## src/rtl/eight_bit_cpu_alu_flags_macros.svh

```systemverilog
// Assertion macros for the eight-bit CPU ALU block.
// Simulation builds get concurrent assertions; SYNTHESIS builds get empty bodies.
// No dependencies.
`ifndef EIGHT_BIT_CPU_ALU_FLAGS_MACROS_SVH
`define EIGHT_BIT_CPU_ALU_FLAGS_MACROS_SVH

`ifndef SYNTHESIS
// Check an implication on every rising clock edge, held off during reset
`define EBCA_ASSERT(label, clk, rst_n, prop) \
  label: assert property (@(posedge clk) disable iff (!rst_n) prop) \
    else $error("ebca assertion failed");
// Check that a condition never holds on a rising clock edge, outside reset
`define EBCA_ASSERT_NEVER(label, clk, rst_n, cond) \
  label: assert property (@(posedge clk) disable iff (!rst_n) !(cond)) \
    else $error("ebca forbidden condition seen");
`else
`define EBCA_ASSERT(label, clk, rst_n, prop)
`define EBCA_ASSERT_NEVER(label, clk, rst_n, cond)
`endif

`endif

```

## src/rtl/ebca_pkg.sv

```systemverilog
// Shared types and constants of the eight-bit CPU ALU block.
// Holds the operation codes, flag bit positions and transaction payload structs.
// No dependencies.
package ebca_pkg;

  // Operation codes
  typedef enum logic [3:0] {
    OP_AND   = 4'd0,
    OP_OR    = 4'd1,
    OP_XOR   = 4'd2,
    OP_CP    = 4'd3,
    OP_SUB   = 4'd4,
    OP_INC   = 4'd5,
    OP_DEC   = 4'd6,
    OP_CPL   = 4'd7,
    OP_RL    = 4'd8,
    OP_RLA   = 4'd9,
    OP_RLCA  = 4'd10,
    OP_RRCA  = 4'd11,
    OP_SWAP  = 4'd12,
    OP_BIT   = 4'd13,
    OP_RES   = 4'd14,
    OP_ADD16 = 4'd15
  } op_e;

  // Flag bit positions inside the flag byte
  localparam int unsigned FlagZBit = 7;
  localparam int unsigned FlagNBit = 6;
  localparam int unsigned FlagHBit = 5;
  localparam int unsigned FlagCBit = 4;

  // Input transaction
  typedef struct packed {
    op_e         op;
    logic [15:0] operand_a;
    logic [15:0] operand_b;
    logic [2:0]  bit_index;
    logic [7:0]  flags_in;
  } in_t;

  // Result transaction
  typedef struct packed {
    logic [15:0] result;
    logic [7:0]  flags_out;
  } out_t;

endpackage

```

## src/rtl/ebca_in_stage.sv

```systemverilog
// Input register of the eight-bit CPU ALU block.
// Holds one accepted transaction until the result register takes it.
// Depends on ebca_pkg.
module ebca_in_stage (
  input  logic          clk_i,
  input  logic          rst_ni,
  input  logic          valid_i,
  output logic          ready_o,
  input  ebca_pkg::in_t data_i,
  output logic          valid_o,
  output ebca_pkg::in_t data_o,
  input  logic          take_i
);

  logic          valid_q, valid_d;
  ebca_pkg::in_t data_q;

  // Accept when empty or when the held transaction moves on this cycle
  assign ready_o = !valid_q || take_i;

  always_comb begin
    valid_d = valid_q;
    if (ready_o) begin
      valid_d = valid_i;
    end
  end

  // Control register
  always_ff @(posedge clk_i or negedge rst_ni) begin
    if (!rst_ni) begin
      valid_q <= 1'b0;
    end else begin
      valid_q <= valid_d;
    end
  end

  // Payload register, loaded on acceptance
  always_ff @(posedge clk_i) begin
    if (valid_i && ready_o) begin
      data_q <= data_i;
    end
  end

  assign valid_o = valid_q;
  assign data_o  = data_q;

endmodule

```

## src/rtl/ebca_core.sv

```systemverilog
// Combinational datapath of the eight-bit CPU ALU block.
// Computes the result and new flag byte of one transaction.
// Depends on ebca_pkg.
module ebca_core (
  input  ebca_pkg::in_t  data_i,
  output ebca_pkg::out_t data_o
);

  logic [7:0]  a, b;
  logic [7:0]  r8;
  logic [15:0] res;
  logic        z_kept, c_kept;
  logic        fz, fn, fh, fc;
  logic [8:0]  diff9;
  logic [7:0]  inc8, dec8;
  logic [16:0] sum17;
  logic [12:0] sum13;
  logic [7:0]  res_mask;

  assign a      = data_i.operand_a[7:0];
  assign b      = data_i.operand_b[7:0];
  assign z_kept = data_i.flags_in[ebca_pkg::FlagZBit];
  assign c_kept = data_i.flags_in[ebca_pkg::FlagCBit];

  // Adders and the RES bit mask
  assign diff9    = {1'b0, a} - {1'b0, b};
  assign inc8     = a + 8'd1;
  assign dec8     = a - 8'd1;
  assign sum17    = {1'b0, data_i.operand_a} + {1'b0, data_i.operand_b};
  assign sum13    = {1'b0, data_i.operand_a[11:0]} + {1'b0, data_i.operand_b[11:0]};
  assign res_mask = ~(8'h01 << data_i.bit_index);

  // Operation select and flag rules
  always_comb begin
    r8  = 8'h00;
    res = 16'h0000;
    fz  = 1'b0;
    fn  = 1'b0;
    fh  = 1'b0;
    fc  = 1'b0;
    unique case (data_i.op) inside
      ebca_pkg::OP_AND: begin
        r8 = a & b;
        fz = (r8 == 8'h00);
        fh = 1'b1;
      end
      ebca_pkg::OP_OR: begin
        r8 = a | b;
        fz = (r8 == 8'h00);
      end
      ebca_pkg::OP_XOR: begin
        r8 = a ^ b;
        fz = (r8 == 8'h00);
      end
      ebca_pkg::OP_CP, ebca_pkg::OP_SUB: begin
        r8 = diff9[7:0];
        fz = (diff9[7:0] == 8'h00);
        fn = 1'b1;
        fh = (a[3:0] < b[3:0]);
        fc = diff9[8];
      end
      ebca_pkg::OP_INC: begin
        r8 = inc8;
        fz = (inc8 == 8'h00);
        fh = (a[3:0] == 4'hF);
        fc = c_kept;
      end
      ebca_pkg::OP_DEC: begin
        r8 = dec8;
        fz = (dec8 == 8'h00);
        fn = 1'b1;
        fh = (a[3:0] == 4'h0);
        fc = c_kept;
      end
      ebca_pkg::OP_CPL: begin
        r8 = ~a;
        fz = z_kept;
        fn = 1'b1;
        fh = 1'b1;
        fc = c_kept;
      end
      ebca_pkg::OP_RL: begin
        r8 = {a[6:0], c_kept};
        fz = (r8 == 8'h00);
        fc = a[7];
      end
      ebca_pkg::OP_RLA: begin
        r8 = {a[6:0], c_kept};
        fc = a[7];
      end
      ebca_pkg::OP_RLCA: begin
        r8 = {a[6:0], a[7]};
        fc = a[7];
      end
      ebca_pkg::OP_RRCA: begin
        r8 = {a[0], a[7:1]};
        fc = a[0];
      end
      ebca_pkg::OP_SWAP: begin
        r8 = {a[3:0], a[7:4]};
        fz = (a == 8'h00);
      end
      ebca_pkg::OP_BIT: begin
        fz = !a[data_i.bit_index];
        fh = 1'b1;
        fc = c_kept;
      end
      ebca_pkg::OP_RES: begin
        r8 = a & res_mask;
        fz = z_kept;
        fn = data_i.flags_in[ebca_pkg::FlagNBit];
        fh = data_i.flags_in[ebca_pkg::FlagHBit];
        fc = c_kept;
      end
      ebca_pkg::OP_ADD16: begin
        fz = z_kept;
        fh = sum13[12];
        fc = sum17[16];
      end
      default: begin
        r8 = 8'h00;
      end
    endcase

    // Compare and bit test hand back the full operand, ADD16 its full sum
    case (data_i.op) inside
      ebca_pkg::OP_CP, ebca_pkg::OP_BIT: res = data_i.operand_a;
      ebca_pkg::OP_ADD16:                res = sum17[15:0];
      default:                           res = {8'h00, r8};
    endcase
  end

  assign data_o.result    = res;
  assign data_o.flags_out = {fz, fn, fh, fc, 4'h0};

endmodule

```

## src/rtl/eight_bit_cpu_alu_flags.sv

```systemverilog
// Top level of the eight-bit CPU ALU block.
// Instantiates ebca_in_stage and ebca_core and holds the result register.
// Depends on ebca_pkg and eight_bit_cpu_alu_flags_macros.svh.
//
// ALU of an 8-bit handheld CPU behind valid/ready channels. Each transaction
// carries an operation code, two operands, a bit index and the old flag byte
// and yields one result transaction: the new operand value and the new flag
// byte (Z N H C in bits 7 to 4, bits 3 to 0 always zero). A transaction waits in
// the input register until the result register can take it, then moves there
// and out_valid_o rises. Both registers advance together, so the block takes
// one transaction per cycle for as long as the output side keeps out_ready_i
// high; the combinational datapath between the two registers sets that figure.
// With the output stalled, the block still takes one more transaction into its
// input register before in_ready_o drops.
`include "eight_bit_cpu_alu_flags_macros.svh"

module eight_bit_cpu_alu_flags (
  input  logic           clk_i,
  input  logic           rst_ni,
  input  logic           in_valid_i,
  output logic           in_ready_o,
  input  ebca_pkg::in_t  in_data_i,
  output logic           out_valid_o,
  input  logic           out_ready_i,
  output ebca_pkg::out_t out_data_o
);

  logic           s1_valid;
  ebca_pkg::in_t  s1_data;
  ebca_pkg::out_t core_out;
  logic           take;
  logic           out_valid_q, out_valid_d;
  ebca_pkg::out_t out_data_q;

  // Result register can load when empty or being drained
  assign take = !out_valid_q || out_ready_i;

  ebca_in_stage u_in_stage (
    .clk_i   (clk_i),
    .rst_ni  (rst_ni),
    .valid_i (in_valid_i),
    .ready_o (in_ready_o),
    .data_i  (in_data_i),
    .valid_o (s1_valid),
    .data_o  (s1_data),
    .take_i  (take)
  );

  ebca_core u_core (
    .data_i (s1_data),
    .data_o (core_out)
  );

  always_comb begin
    out_valid_d = out_valid_q;
    if (take) begin
      out_valid_d = s1_valid;
    end
  end

  // Result valid flag
  always_ff @(posedge clk_i or negedge rst_ni) begin
    if (!rst_ni) begin
      out_valid_q <= 1'b0;
    end else begin
      out_valid_q <= out_valid_d;
    end
  end

  // Result payload, loaded when a transaction moves up
  always_ff @(posedge clk_i) begin
    if (take && s1_valid) begin
      out_data_q <= core_out;
    end
  end

  assign out_valid_o = out_valid_q;
  assign out_data_o  = out_data_q;

  // A full, stalled pipeline must refuse new input
  `EBCA_ASSERT_NEVER(a_full_blocks, clk_i, rst_ni, s1_valid && out_valid_q && !out_ready_i && in_ready_o)
  // An accepted transaction lands in the input register
  `EBCA_ASSERT(a_accept_lands, clk_i, rst_ni, (in_valid_i && in_ready_o) |=> s1_valid)
  // A transaction moving up shows the datapath result in the next cycle
  `EBCA_ASSERT(a_result_moves, clk_i, rst_ni, (s1_valid && take) |=> (out_valid_o && out_data_o == $past(core_out)))
  // Low flag nibble stays clear on every delivered result
  `EBCA_ASSERT(a_low_nibble, clk_i, rst_ni, out_valid_o |-> (out_data_o.flags_out[3:0] == 4'h0))

endmodule
```

## config.mk

```make
export PLATFORM = sky130hd
export DESIGN_NAME = eight_bit_cpu_alu_flags
export DESIGN_NICKNAME = d
export VERILOG_FILES = /design/src/rtl/ebca_pkg.sv /design/src/rtl/ebca_in_stage.sv /design/src/rtl/ebca_core.sv /design/src/rtl/eight_bit_cpu_alu_flags.sv
export VERILOG_INCLUDE_DIRS = /design/src /design/src/rtl
export SDC_FILE = /design/constraint.sdc
export NUM_CORES = 1
export LEC_CHECK = 0
export BUFFER_PORTS_ARGS = -buffer_cell sky130_fd_sc_hd__buf_4
export CELL_PAD_IN_SITES_DETAIL_PLACEMENT = 1
export CELL_PAD_IN_SITES_GLOBAL_PLACEMENT = 1
export CORE_MARGIN = 2
export CORE_UTILIZATION = 45
export DETAILED_ROUTE_END_ITERATION = 10
export PLACE_DENSITY_LB_ADDON = 0.1
export SLEW_MARGIN = 20
export SYNTH_ARGS = -nofsm -noshare
export SYNTH_HDL_FRONTEND = slang
export SYNTH_SLANG_ARGS = --single-unit
```

## constraint.sdc

```tcl
create_clock -name clk_i -period 3.5 [get_ports clk_i]
set_input_delay 0.525 -clock clk_i [delete_from_list [all_inputs] [get_ports clk_i]]
set_output_delay 0.525 -clock clk_i [all_outputs]
set_load 0.02 [all_outputs]
```

==> reports/qor.yml <==
status: "finished clean"
crit_buf_inv: 0
grt_pass1_vias: 5118
cts_sinks: 65
tns_ns: 0
yosys-top-cells-count: "edfxtp_1, nand2_1, ha_1, nor2_1, a21oi_1"
gr-total-overflow: 0
final_util_pct: 55.5
wl_mm: 19.4
yosysMostFrequentCell: "edfxtp_1"
routabilityCongestion: 0.979
hp-start: "in_data_i[16]"
fillCellCount: 1308
maxSlewHeadroom_pct: 27.3
critPathMostFrequentCell: "o21ai_1"
insertion_delay_ns: 0.35
critical_path.top_delay_family: "compound AO/OA/AOI/OAI gates"
worst_slew_pin_slew_ns: 1.09
pre_cts_ws_ns: 0.549
crit_chain: "ha_1 -> fa_1 -> a211oi_1 -> o21ai_1 -> a221oi_1 -> o21ai_1 -> mux2i_1 -> nand2_1"
rr_endpoint: "out_data_o[22]"
final.setup.worst_slack_ns: 0.481
vias_per_cell: 6.52
synth_seq_cells: 65
drive_gt1_share_pct: 21.6
critPathKind: "reg -> reg"
synth_edf_count: 63
vias: 5065
ios: 77
ant_nets: 0
grt_max_degree: 44
dr_wl_met2_mm: 9.13
num_rows: 39
synthCells: 549
grt_pass1_wl_mm: 30.3
fmax_ghz: 0.331
clkTransAtPathRegs_ns: 0.06
synthTopCellsByArea: "edfxtp_1, ha_1, a21oi_1, nand2_1, o21ai_0"
wire_per_inst_um: 25.0
syn_to_final_growth_pct: 20.9
cp-end-kind: "flop"
start_util_pct: 45.9
dr.pass1.iters: 5
worstPathArrival_ns: 3.12
clockBufferDepth: 2
layout.nets: 718
worstPathRequired_ns: 3.60
slew_viol_final: 0
die_y_um: 112
hold_path_depth: 1
finalCriticalPeriod_ns: 3.02
yosysTopAreaCellShare_pct: 36.2
dp.cells: 760
setup_violations: 0
fin_skew_ns: 0.00821
critPathMaxStageDelay_ns: 0.50
r2r_cells: 8
die_area_mm2: 0.0125
cts_buffers: 9
finalHoldViolCount: 0
critPathLaunchType: "flop"
synth_area_leader_cell: "edfxtp_1"
die_x_um: 112
async_reset_ff_share_pct: 3.08
postCtsResizedCells: 0
portBuffers: 68
yosysWarnings: 0
finalCritPeriodShare_pct: 86.3
netlist_area_mm2: 0.00522
drt_iter0_markers: 457
synth_cell_types: 75
met3WireLength_mm: 1.28
p_leak_nw: 2.51
startpoint: "u_in_stage.data_o[27]"
avgSynthCellArea_um2: 9.51
rsz0062_at_grt: "false"
cp_slowest_cell: "edfxtp_1"
tritoncts: "yes"
drc: 0
core_area_mm2: 0.0114
seq_area_frac_synth_pct: 37.2
min_path_type: "in -> reg"
grt_usage_pct: 31.9
highest_layer: "met4"
crit_fanout: 6
cellPowerDensity_mw_per_mm2: 430
min_to: "u_in_stage.data_o[16]"
r2r_start: "u_in_stage.data_o[27]"
insertedDiodeCount: 0
peakVddDrop_uv: 250
synthFlopType: "edfxtp_1"
drt-met1-wl_mm: 8.31
rrSetupSlack_ns: 0.48
root_buffer: "clkbuf_16"
place_hpwl_mm: 14.2
maxCapViolCount: 0
fin_cells: 777
antenna_found_initial: 0
cts_max_level: 3
## state kept, by name, summed over array words and instances, names as in the netlist
register and count:
u_in_stage.valid_o 1, u_in_stage.data_o 43, out_valid_o 1, out_data_o 20
## logic make-up (layout without fill, tap and decap cells)
| family | Yosys count | count (layout) | share of synthesized area [%] |
|---|---|---|---|
| fa+ha+maj | 38 | 38 | 9.40 |
| simple gates | 177 | 177 | 18.0 |
| xor+xnor | 20 | 20 | 3.36 |
| buf+inv | 65 | 147 | 6.02 |
| flops | 65 | 65 | 37.2 |
| other cells | 1 | 4 | 0.0718 |
| mux | 6 | 6 | 2.18 |
| compound gates | 177 | 177 | 23.8 |
## cell usage in the layout, fill, tap and decap left out, types with 4 or more instances in the layout
cell type | Yosys | layout
a211oi_1 | 9 | 9
a2111oi_0 | 5 | 5
a31oi_1 | 14 | 14
xor2_1 | 5 | 5
and3_1 | 8 | 8
buf_4 | 9 | 104
nand4_1 | 6 | 6
nand2b_1 | 9 | 9
or3_1 | 4 | 4
nand3_1 | 12 | 12
conb_1 | 1 | 4
inv_1 | 23 | 23
xnor2_1 | 15 | 15
o32ai_1 | 4 | 4
nand2_1 | 44 | 44
o21ai_1 | 6 | 6
and2_1 | 5 | 4
nor2_1 | 36 | 36
a221oi_1 | 8 | 8
o31ai_1 | 6 | 6
edfxtp_1 | 63 | 63
o21ai_0 | 31 | 31
a21o_1 | 6 | 6
clkbuf_16 | 0 | 9
ha_1 | 36 | 36
a22o_1 | 4 | 4
o21bai_1 | 6 | 6
nor3_1 | 19 | 19
a21oi_1 | 34 | 34
nor2b_1 | 6 | 6
o22ai_1 | 8 | 8
## worst max path at each step
stage,endpoint,cells past startpoint,slack [ns]
finish,out_data_o[22],8,0.48
global route,out_data_o[22],8,0.28
detailed placement,out_data_o[22],8,0.55
CTS,out_data_o[22],8,0.54
global placement,out_data_o[22],8,0.65
floorplan,out_data_o[7],9,0.84
## layer usage
metal  vias up  track usage [%]
li1       2249                -
met4         0             14.6
met2       242             50.5
met3        49             3.81
met5         -                0
met1      2525             43.9
## power by group
group,total (mW),internal [mW],switching [mW]
registers,0.977,0.932,0.0445
logic,0.744,0.294,0.450
clock network,0.996,0.643,0.354
total,2.72,1.87,0.848
## stage by stage
step / power, mW / hold WS (ns) / instance area (um^2)
after floorplan: 1.44 / 0.229 / 5230
after global placement: 1.69 / 0.308 / 5980
after detailed placement: 1.72 / 0.309 / 5980
after CTS: 2.72 / 0.344 / 6310
after global routing: 2.82 / 0.342 / 6310
final: 2.72 / 0.348 / 6310
## layout make-up
cell class	instances	area, um^2	share of cell area, %
well taps	143	179	2.83
multi-input cells	422	2980	47.2
flip-flops and latches	65	1940	30.8
clock inverters	5	78.8	1.25
repair buffers	105	791	12.5
clock buffers	11	243	3.84
inverters	26	103	1.63
## what timing repair did
item,CTS,global route
hold endpoints to repair,2,0
setup buffers,0,0
hold buffers,1,0
Note: power is estimated with default switching activity, not from simulation.
